### config.mk
export PLATFORM = sky130hd
export DESIGN_NAME = rau_queue
export DESIGN_NICKNAME = d
export VERILOG_FILES = /design/src/rtl/rau_pkg.sv /design/src/rtl/rau_queue.sv
export SDC_FILE = /design/constraint.sdc
export NUM_CORES = 1
export LEC_CHECK = 0
export BUFFER_PORTS_ARGS = -buffer_cell sky130_fd_sc_hd__buf_2
export CAP_MARGIN = 40
export CORE_MARGIN = 2
export CORE_UTILIZATION = 30
export CTS_BUF_LIST = sky130_fd_sc_hd__clkbuf_16
export DETAILED_ROUTE_END_ITERATION = 8
export PLACE_DENSITY = 0.49
export SLEW_MARGIN = 25
export SYNTH_ARGS = -nofsm -noshare
export SYNTH_HDL_FRONTEND = slang
export SYNTH_SLANG_ARGS = --single-unit
### constraint.sdc
create_clock -name clk_i -period 9.55 [get_ports clk_i]
set_input_delay 0 -clock clk_i [delete_from_list [all_inputs] [get_ports clk_i]]
set_output_delay 0 -clock clk_i [all_outputs]
set_load 0.01 [all_outputs]
### src/rtl/rau_pkg.sv
// Shared types and constants for the rational arithmetic unit.
`timescale 1ns / 1ps

package rau_pkg;

  localparam int unsigned WordBitsDef = 32;
  localparam int unsigned FieldBits   = 32;
  localparam int unsigned OpBits      = 4;
  localparam int unsigned WideBits    = 64;
  localparam int unsigned QueueDepth  = 2;

  typedef enum logic [2:0] {
    CLS_INV   = 3'd0,
    CLS_NEG   = 3'd1,
    CLS_FLOOR = 3'd2,
    CLS_CEIL  = 3'd3,
    CLS_ADD   = 3'd4,
    CLS_SUB   = 3'd5,
    CLS_MUL   = 3'd6,
    CLS_DIV   = 3'd7
  } op_cls_e;

  typedef enum logic [1:0] {
    MODE_TRUNC = 2'd0,
    MODE_FLOOR = 2'd1,
    MODE_CEIL  = 2'd2
  } rnd_mode_e;

  // One classified operation handed from front to back.
  typedef struct packed {
    logic [WideBits-1:0] num;
    logic [WideBits-1:0] den;
    logic                divides;
    rnd_mode_e           mode;
  } work_item_t;

endpackage

### src/rtl/rau_queue.sv
// Short queue between front and back ends.
`timescale 1ns / 1ps

module rau_queue (
  input  logic                clk_i,
  input  logic                rst_ni,
  input  logic                push_i,
  input  rau_pkg::work_item_t item_i,
  input  logic                pop_i,
  output rau_pkg::work_item_t item_o,
  output logic                empty_o,
  output logic                full_o
);

  localparam int unsigned Depth  = rau_pkg::QueueDepth;
  localparam int unsigned PtrW   = $clog2(Depth);
  localparam int unsigned CountW = $clog2(Depth + 1);

  rau_pkg::work_item_t mem_q [Depth];
  logic [PtrW-1:0]   wr_ptr_q, rd_ptr_q;
  logic [CountW-1:0] count_q;
  logic do_push, do_pop;

  assign empty_o = (count_q == '0);
  assign full_o  = (count_q == CountW'(Depth));
  assign do_pop  = pop_i && !empty_o;
  assign do_push = push_i && (!full_o || do_pop);
  assign item_o  = mem_q[rd_ptr_q];

  always_ff @(posedge clk_i or negedge rst_ni) begin
    if (!rst_ni) begin
      wr_ptr_q <= '0;
      rd_ptr_q <= '0;
      count_q  <= '0;
    end else begin
      if (do_push) wr_ptr_q <= wr_ptr_q + 1'b1;
      if (do_pop)  rd_ptr_q <= rd_ptr_q + 1'b1;
      if (do_push && !do_pop) count_q <= count_q + 1'b1;
      else if (do_pop && !do_push) count_q <= count_q - 1'b1;
    end
  end

  always_ff @(posedge clk_i) begin
    if (do_push) mem_q[wr_ptr_q] <= item_i;
  end

endmodule

Yosys cells after proc, flatten, opt, wreduce, memory -nomap -nowiden:

Memory sizes are Yosys's and may differ from the RTL's.
Cells that the tools add are included.

* $add $sub $neg: 4
* equality and inequality tests: 1
* muxes and demuxes: 4
* reduce and logical (&&, ||, !) cells: 11

Operator list (count)
* 1-bit logical AND: 4
* 1-bit logical NOT: 4
* 2-bit two-way mux: 2
* 1-bit adder (second input constant): 2
* 2-bit by 1-bit adder with 2-bit output (second input constant): 1
* 2-bit == test (second input constant): 1
* 2-bit logical NOT: 1
* 1-bit two-way mux: 2
* 2-bit nonzero test: 1
* 2-bit by 1-bit subtractor with 2-bit output (second input constant): 1
* 1-bit logical OR: 1

* bits in registers: 4
* memory bits (writable): 262
* input bits: 135
* word-level logic and storage cells: 24
* memories: 1

Memories
* mem_q: words 2, width 131, rd ports 1, clocked after Yosys merged registers in 0, write ports 1, line rau_queue.sv:19 `rau_pkg::work_item_t mem_q [Depth];`

Logic depth before layout (Yosys ltp):

Gate-level depths: netlist (run 1).

* word-level depth: 9
* mapped depth: 7
* depth with buffers taken out: 7

Least setup slack after synthesis (run 1):

Ideal clock, no wire load.

* kind: reg-to-reg
* start: register count_q[0]
* end: memory mem_q[0][0] (netlist name), enable pin
* library setup time: 0.624 ns
* arrival time: 6.083 ns
* data required time: 8.926 ns
* slack: 2.843 ns
* cell stages (with the launch flop): 4
* cells stage by stage: dfrtp_1 nand2b_1 o21ai_2 nor2_1

* word-level cells in the longest chain between the ends: 7

Ends and longest elaborated chain
* start: declaration: line rau_queue.sv:21 `logic [CountW-1:0] count_q;`
* start signal: assignment: line rau_queue.sv:38 `if (do_push && !do_pop) count_q <= count_q + 1'b1;`
* start signal: assignment: line rau_queue.sv:39 `else if (do_pop && !do_push) count_q <= count_q - 1'b1;`
* 2-bit logical NOT: line rau_queue.sv:24 `assign empty_o = (count_q == '0);`
* 1-bit logical NOT: line rau_queue.sv:26 `assign do_pop = pop_i && !empty_o;`
* 1-bit logical AND: line rau_queue.sv:26
* 1-bit logical OR *: line rau_queue.sv:27 `assign do_push = push_i && (!full_o || do_pop);`
* 1-bit logical AND *: line rau_queue.sv:27
* 1-bit two-way mux *: line rau_queue.sv:44 `if (do_push) mem_q[wr_ptr_q] <= item_i;`
* 1-bit two-way mux (not written as such) *: line rau_queue.sv:44
* end: declaration: line rau_queue.sv:19

Mark *: on every way between the ends. The rest lies on a longest branch, timed or not.

==> results of run 1 <==
## layout make-up
class                           instances  area [um^2]  area share (%)
Sequential cell                       266         7970            56.4
Timing Repair Buffer                  412         2830            20.0
Multi-Input combinational cell        144         1880            13.3
Clock buffer                           29          726            5.14
Tap cell                              442          553            3.92
Clock inverter                         21          146            1.04
Inverter                                3         11.3          0.0797
Antenna cell                            2         5.00          0.0354
## repair_timing
| item | CTS | global route |
|---|---|---|
| resized for setup | 0 | 0 |
| hold buffers | 135 | 0 |
| hold endpoints to repair | 281 | 0 |
## cell families (layout without fill, tap and decap cells)
group	after synthesis	count (layout)	synth area share [%]
mux	131	131	17.8
fa+ha+maj	1	1	0.125
buf+inv	18	465	1.53
other cells	0	2	0
flops	266	266	79.8
simple gates	5	5	0.213
xor+xnor	5	5	0.439
compound gates	2	2	0.138
## cells in the mapped netlist, drive strengths merged
library cell  instances
mux2                131
nand2b                1
dfrtp                 4
xor2                  2
buf                  15
o21ai                 2
edfxtp              262
ha                    1
inv                   3
nor2                  4
xnor2                 3
## per-layer routing
| layer | up-vias | part of all wire (%) | track usage [%] |
|---|---|---|---|
| met5 | - | 0 | 0 |
| met4 | 0 | 2.9 | 3.63 |
| met3 | 36 | 6.6 | 3.20 |
| met2 | 197 | 48 | 19.8 |
| met1 | 2659 | 43 | 14.5 |
| li1 | 2553 | - | - |
## state kept, by name, summed over array words and instances (netlist names)
register,cells
count_q,2
mem_q,262
rd_ptr_q,1
wr_ptr_q,1
## worst min path at each step
stage | to | from | slack, ps | cells after the start
finish | mem_q[0][74]$_DFFE_PP_ | item_i[74] | 180 | 2
CTS | mem_q[0][90]$_DFFE_PP_ | item_i[90] | 140 | 2
floorplan | count_q[0]$_DFFE_PN0P_ | rst_ni | -300 | 0
global placement | rd_ptr_q$_DFFE_PN0N_ | rst_ni | -190 | 1
detailed placement | count_q[1]$_DFFE_PN0P_ | rst_ni | -180 | 1
global route | mem_q[0][50]$_DFFE_PP_ | item_i[50] | 170 | 2
## power groups by stage
stage | registers (mW) | logic [mW] | clock network [mW]
CTS | 1.68 | 1.23 | 1.06
global placement | 1.69 | 1.15 | 0
floorplan | 1.70 | 0.817 | 0
finish | 1.67 | 1.22 | 1.02
detailed placement | 1.71 | 1.18 | 0
global route | 1.70 | 1.30 | 1.11
## through the flow
stage                     util, %  std cells  power, mW
final                        43.3       1319       3.91
after global routing         43.3       1318       4.11
after CTS                    43.1       1315       3.97
after detailed placement     36.3       1130       2.88
after global placement       36.2       1128       2.84
after floorplan                 -        428       2.51
## critical path: stages (launching register included)
cell and delay (ps):
dfrtp_4 880, buf_4 710, mux2_2 410, buf_2 140
==> impl_metrics.sql, run 1 <==
INSERT INTO impl_metrics (metric_group, metric, value, unit) VALUES
('worst_setup_path', 'critical_path.endpoint_type', 'primary output', ''),
('worst_setup_path', 'worstSetupPathType', 'flop to primary output', ''),
('drt', 'totalWireLength', '21100', 'um'),
('worst_setup_path', 'critical_path.startpoint', 'rd_ptr_q$_DFFE_PN0N_', ''),
('layout', 'flow.area_growth_from_synthesis', '41.4', '%'),
('drt', 'detail_route.wl_per_cell', '16.0', 'um'),
('layout', 'num-nets-final', '992', ''),
('drt', 'first_pass_iters', '4', ''),
('placement', 'finalWeightedCongestion', '0.715', ''),
('die', 'ioPinCount', '268', ''),
('synthesis', 'post-synth-top-area-fraction', '78.8', '%'),
('timing', 'maxSlewHeadroom', '50.4', '%'),
('layout', 'stdcell_area', '14100', 'um^2'),
('synthesis', 'post_synthesis_cell_type_with_the_largest_combined_area', 'edfxtp_1', ''),
('power', 'worst_vdd_ir', '0.141', 'mV'),
('die', 'die_area', '34800', 'um^2'),
('global_route', 'maximum_number_of_pins_on_one_net_before_global_route_repair', '59', ''),
('die', 'initial_util', '30.6', '%'),
('worst_setup_path', 'cp-start-kind', 'flop', ''),
('synthesis', 'syn_nets', '564', ''),
('cts', 'cts_max_level', '1', ''),
('power', 'switchingPower', '1.12', 'mW'),
('timing', 'finalClockSkew', '20.2', 'ps'),
('synthesis', 'synth_top_cells_by_area', 'edfxtp_1 79%, mux2_4 12%, mux2_2 5.8%, buf_6 1.0%, dfrtp_1 1.0%', ''),
('timing', 'timing.final.ws_setup', '6830', 'ps'),
('die', 'die_width', '186', 'um'),
('synthesis', 'seq_cells_post_synth', '266', ''),
('timing', 'min_hold_slack', '182', 'ps'),
('synthesis', 'synthesis.yosys.warnings', '0', ''),
('power', 'cellInternalPower', '2.79', 'mW'),
('synthesis', 'synth_cell_type_count', '15', ''),
('drt', 'avgViaCountPerCell', '4.13', ''),
('global_route', 'grt-ovfl-total', '0', ''),
('worst_setup_path', 'worst_r2r_endpoint', 'mem_q[0][4]$_DFFE_PP_', ''),
('synthesis', 'synth_seq_area_share', '79.8', '%'),
('layout', 'commonest_non_fill_non_tap_cell_in_the_layout', 'buf_2', ''),
('cts', 'post-cts-setup-buffers', '0', ''),
('die', 'floorplan.rows', '66', ''),
('drt', 'initialDrtViolationCount', '241', ''),
('placement', 'dpl_worst_slack', '7230', 'ps'),
('timing', 'final.period_utilization', '28.5', '%'),
('layout', 'post_route_cells_drive_above_1_share', '51.2', '%'),
('global_route', 'grt_first_pass_wirelength', '32400', 'um'),
('worst_setup_path', 'worstPathMaxFanout', '50', ''),
('die', 'coreArea', '32600', 'um^2'),
('placement', 'io_port_bufs', '267', ''),
('cts', 'tritoncts', 'done', ''),
('synthesis', 'postSynthAreaPerCell', '23.3', 'um^2'),
('power', 'p_clk_share', '26.1', '%'),
('worst_setup_path', 'worstSetupEndpoint', 'item_o[129]', ''),
('drt', 'drcViolationCount', '0', ''),
('cts', 'tritoncts_num_sinks', '266', ''),
('power', 'power.share.switching', '28.6', '%'),
('placement', 'placed_area', '11800', 'um^2'),
('worst_setup_path', 'reg2reg_depth', '4', ''),
('cts', 'cts_buffers', '29', ''),
('timing', 'worst_pin_slew', '744', 'ps'),
('layout', 'num-fill-cells', '2888', ''),
('status', 'run_status', 'completed', ''),
('power', 'powerDensity', '277', 'nW/um^2'),
('drt', 'ant_nets', '0', ''),
('run', 'max_cap_violations', '0', ''),
('cts', 'clock_insertion_delay_worst_skew', '540', 'ps'),
('synthesis', 'synthesis.instances', '428', ''),
('drt', 'num_vias', '5445', ''),
('worst_setup_path', 'worstReg2RegStart', 'count_q[0]$_DFFE_PN0P_', ''),
('power', 'register_share_of_total_power', '42.8', '%'),
('layout', 'layout_common_cells', '267 x buf_2, 262 x edfxtp_1, 135 x dlygate4sd3_1, 80 x mux2_4, 51 x mux2_2', ''),
('cts', 'clock_tree.root_cell', 'clkbuf_16', ''),
('power', 'leakage_power', '5.54', 'nW'),
('global_route', 'via_count_of_the_first_global_routing_pass', '5907', '');
No activity file was read; power rests on OpenSTA's default activity.
==> inputs of run 2 (changes only) <==
- ABC_AREA: not set -> 1
- PLACE_DENSITY: 0.49 -> 0.5
- clock period: 9.55 -> 2.53 ns (I/O delays scaled with it)
==> run 2 against run 1 <==
  * Clock-buffer cell count grew 2
  * Design area shrank 1.1%
  * Area after synthesis shrank 1.8%
  * Global-route usage is 1.2 points higher
  * First-iteration DRC count increased by 39%
  * Utilization fell by 0.14 points
  * Wire length is 7.9% higher
  * Clock skew shrank 7.3 ps
  * Non-clock buffer count increased by 1
  * Critical path depth rose by 3
  * Synthesized cell count increased by 68%
  * Die area is 1.8% lower
  * Largest cell class unchanged
==> impl_metrics.sql, run 2 <==
INSERT INTO impl_metrics (metric_group, metric, value, unit) VALUES
('status', 'run_status', 'completed', ''),
('timing', 'final.period_utilization', '78.5', '%'),
('worst_setup_path', 'worstReg2RegStart', 'count_q[0]$_DFFE_PN0P_', ''),
('die', 'ioPinCount', '268', ''),
('synthesis', 'post-synth-top-area-fraction', '80.2', '%'),
('run', 'max_cap_violations', '0', ''),
('layout', 'commonest_non_fill_non_tap_cell_in_the_layout', 'nand2_1', ''),
('die', 'die_h', '185', 'um'),
('synthesis', 'ys_async_sr_fraction', '1.50', '%'),
('timing', 'finalClockSkew', '12.9', 'ps'),
('synthesis', 'multiplexer_fraction_of_the_synthesized_cell_area', '0', '%'),
('power', 'register_share_of_total_power', '41.2', '%'),
('worst_setup_path', 'worstPathMaxFanout', '5', ''),
('power', 'p_clk_share', '27.5', '%'),
('synthesis', 'synth_adder_area_share', '0.128', '%'),
('placement', 'finalWeightedCongestion', '0.707', ''),
('power', 'cellInternalPower', '9.98', 'mW'),
('synthesis', 'yosysMostFrequentCell', 'nand2_1', ''),
('timing', 'minimum_clock_period_after_layout', '1990', 'ps'),
('synthesis', 'synth_top_cells_by_area', 'edfxtp_1 80%, nand2_1 15%, buf_6 1.0%, dfrtp_1 1.0%, buf_4 0.77%', ''),
('drt', 'first_pass_iters', '6', ''),
('synthesis', 'main_combinational_cell_family_by_area_after_synthesis', 'simple AND/OR/NAND/NOR gates', ''),
('worst_setup_path', 'critical_path_arrival', '2400', 'ps'),
('global_route', 'number_of_antenna_violations_at_the_first_check_in_global_routing', '2', ''),
('layout', 'flow.area_growth_from_synthesis', '42.5', '%'),
('cts', 'tritoncts_num_sinks', '266', ''),
('global_route', 'grt-ovfl-total', '0', ''),
('synthesis', 'postSynthAreaPerCell', '13.7', 'um^2'),
('timing', 'max_freq', '503', 'MHz'),
('layout', 'biggestRegsByFlops', 'mem_q (262), count_q (2)', ''),
('cts', 'cts_hold_buffers', '137', ''),
('timing', 'setup_viol', '0', ''),
('global_route', 'maximum_number_of_pins_on_one_net_before_global_route_repair', '71', ''),
('min_path', 'holdCritStartpoint', 'item_i[94]', ''),
('synthesis', 'post_synthesis_cell_type_with_the_largest_combined_area', 'edfxtp_1', ''),
('worst_setup_path', 'cp-start-kind', 'flop', ''),
('global_route', 'grt_first_pass_wirelength', '33900', 'um'),
('cts', 'post-cts-setup-buffers', '0', ''),
('worst_setup_path', 'worstSetupPathType', 'flop to flop', ''),
('power', 'power.share.combinational', '31.2', '%'),
('synthesis', 'netlist_area', '9800', 'um^2'),
('drt', 'totalWireLength', '22700', 'um'),
('power', 'powerDensity', '1060', 'nW/um^2'),
('cts', 'cts_max_level', '1', ''),
('synthesis', 'synthXorXnorAreaFrac', '0.0893', '%'),
('synthesis', 'synthesis.yosys.warnings', '0', ''),
('synthesis', 'seq_cells_post_synth', '266', ''),
('power', 'worst_vdd_ir', '0.678', 'mV'),
('die', 'coreArea', '32400', 'um^2'),
('placement', 'detailedPlacementHpwl', '13500', 'um'),
('drt', 'detail_route.wl_per_cell', '14.2', 'um'),
('die', 'die_width', '185', 'um'),
('min_path', 'hold_path_class', 'input port to flop', ''),
('cts', 'cts_repair_resize_count', '0', ''),
('global_route', 'via_count_of_the_first_global_routing_pass', '6426', ''),
('synthesis', 'synthesis.instances', '718', ''),
('die', 'initial_util', '30.3', '%'),
('layout', 'max_flop_register', 'mem_q', ''),
('timing', 'report.final.hold_viol_count', '0', ''),
('synthesis', 'synth_cell_type_count', '13', ''),
('drt', 'avgViaCountPerCell', '4.12', ''),
('timing', 'maxSlewHeadroom', '71.7', '%'),
('synthesis', 'synth_commonest_cells', '403 x nand2_1, 262 x edfxtp_1, 10 x buf_2, 10 x buf_4', ''),
('layout', 'post_route_cells_drive_above_1_share', '27.8', '%'),
('timing', 'rsz_0062_raised_after_global_routing', 'no', ''),
('timing', 'finalMaxSlewViolations', '0', ''),
('synthesis', 'synth-simple-area-share', '15.8', '%'),
('power', 'power.share.switching', '32.8', '%'),
('worst_setup_path', 'reg2reg_depth', '6', ''),
('layout', 'final-instance-count-excl-fill', '1595', ''),
('synthesis', 'postSynth.topFlopCell', 'edfxtp_1', ''),
('worst_setup_path', 'timing.critical_path.max_delay_family', 'buffers and inverters', ''),
('power', 'switchingPower', '4.88', 'mW'),
('worst_setup_path', 'max_stage_delay', '550', 'ps'),
('cts', 'clock_insertion_delay_worst_skew', '550', 'ps'),
('drt', 'initialDrtViolationCount', '334', ''),
('global_route', 'grt_util_all_layers', '12.8', '%'),
('layout', 'num-nets-final', '1270', ''),
('worst_setup_path', 'worst_r2r_endpoint', 'wr_ptr_q$_DFFE_PN0N_', ''),
('min_path', 'hold-path-endpoint', 'mem_q[1][94]$_DFFE_PP_', ''),
('placement', 'io_port_bufs', '267', ''),
('worst_setup_path', 'critical_path.endpoint_type', 'flop', ''),
('power', 'leakage_power', '5.95', 'nW'),
('worst_setup_path', 'cp_cell_sequence', 'inv_1 > nand3_2 > nand3_2 > dlygate4sd3_1 > nand2_1 > dlygate4sd3_1', ''),
('min_path', 'hold_path_depth', '2', ''),
('die', 'die_area', '34100', 'um^2'),
('synthesis', 'synth-compound-area-share', '0', '%'),
('layout', 'layout_common_cells', '402 x nand2_1, 267 x buf_2, 262 x edfxtp_1, 137 x dlygate4sd3_1, 31 x clkbuf_16', ''),
('placement', 'dpl.cell_count', '1407', ''),
('drt', 'drcViolationCount', '0', ''),
('cts', 'path_clk_slew', '60', 'ps'),
('cts', 'clock_tree.root_cell', 'clkbuf_16', ''),
('timing', 'total_negative_setup_slack', '0', 'ps'),
('synthesis', 'synth_enable_flop_cells', '262', ''),
('worst_setup_path', 'critical_path.slowest_cell', 'dlygate4sd3_1', ''),
('drt', 'num_vias', '6568', ''),
('cts', 'cts_buffers', '30', ''),
('worst_setup_path', 'worstPathRequired', '2950', 'ps'),
('die', 'floorplan.rows', '66', ''),
('cts', 'cts_buffer_depth', '3', ''),
('cts', 'tritoncts', 'done', ''),
('worst_setup_path', 'timing.reg2reg.setup_slack', '540', 'ps'),
('timing', 'worst_pin_slew', '424', 'ps'),
('drt', 'ant_nets', '0', ''),
('worst_setup_path', 'worst-path-buf-inv', '3', ''),
('synthesis', 'synth_seq_area_share', '81.3', '%'),
('synthesis', 'syn_nets', '854', ''),
('layout', 'largest_reg_flops', '262', ''),
('timing', 'min_hold_slack', '172', 'ps');
-- run 2: worst max path at each step --
stage | from | end | slack, ps | cells past startpoint
detailed placement | count_q[0]$_DFFE_PN0P_ | mem_q[1][64]$_DFFE_PP_ | 930 | 5
global route | rd_ptr_q$_DFFE_PN0N_ | item_o[73] | 460 | 5
CTS | rd_ptr_q$_DFFE_PN0N_ | item_o[17] | 530 | 5
floorplan | count_q[0]$_DFFE_PN0P_ | mem_q[1][0]$_DFFE_PP_ | -450 | 4
global placement | count_q[0]$_DFFE_PN0P_ | mem_q[1][59]$_DFFE_PP_ | 940 | 5
finish | count_q[0]$_DFFE_PN0P_ | wr_ptr_q$_DFFE_PN0N_ | 540 | 6
-- run 2: power groups by stage --
| stage | logic (mW) | clock network (mW) | registers [mW] |
|---|---|---|---|
| 3_3_place_gp | 4.57 | 0 | 6.20 |
| 3_5_place_dp | 4.58 | 0 | 6.22 |
| 6_report | 4.64 | 4.09 | 6.13 |
| 4_1_cts | 4.78 | 4.22 | 6.13 |
| 2_1_floorplan | 2.71 | 0 | 6.19 |
| 5_1_grt | 5.20 | 4.41 | 6.20 |
-- run 2: metal layers --
layer  part of all wire, %  global-route usage [%]
met1                    42                    15.7
met5                     0                       0
met3                   9.8                    5.11
met2                    45                    20.8
met4                   3.0                    4.13
-- run 2: worst reg2reg max path: stages (launching register included) --
cell and delay, ps:
dfrtp_1 420, inv_1 100, nand3_2 90, nand3_2 100, dlygate4sd3_1 550, nand2_1 50
dlygate4sd3_1 550
-- run 2: layout make-up --
type                    count  area (um^2)
flip-flops and latches    266         7970
clock buffers              31          776
multi-input cells         413         1590
fillers                  3027        18400
well taps                 442          553
diodes                      2         5.00
clock inverters            18          154
inverters                  10         43.8
repair buffers            413         2880
-- run 2: cell families after synthesis --
family,count (synthesis)
and+or+nand+nor,411
buffers and inverters,39
DFF,266
adders and majority gates,1
xor gates and xnor gates,1
-- run 2: per-stage QoR --
| step | util (%) | instance area, um^2 | setup WS [ps] | power, mW |
|---|---|---|---|---|
| 4_1_cts | 43.1 | 14000 | 528 | 15.1 |
| 6_report | 43.2 | 14000 | 544 | 14.9 |
| 3_5_place_dp | 36.0 | 11700 | 935 | 10.8 |
| 3_3_place_gp | 36.0 | 11700 | 939 | 10.8 |
| 5_1_grt | 43.1 | 14000 | 456 | 15.8 |
| 2_1_floorplan | - | 9830 | -450 | 8.90 |
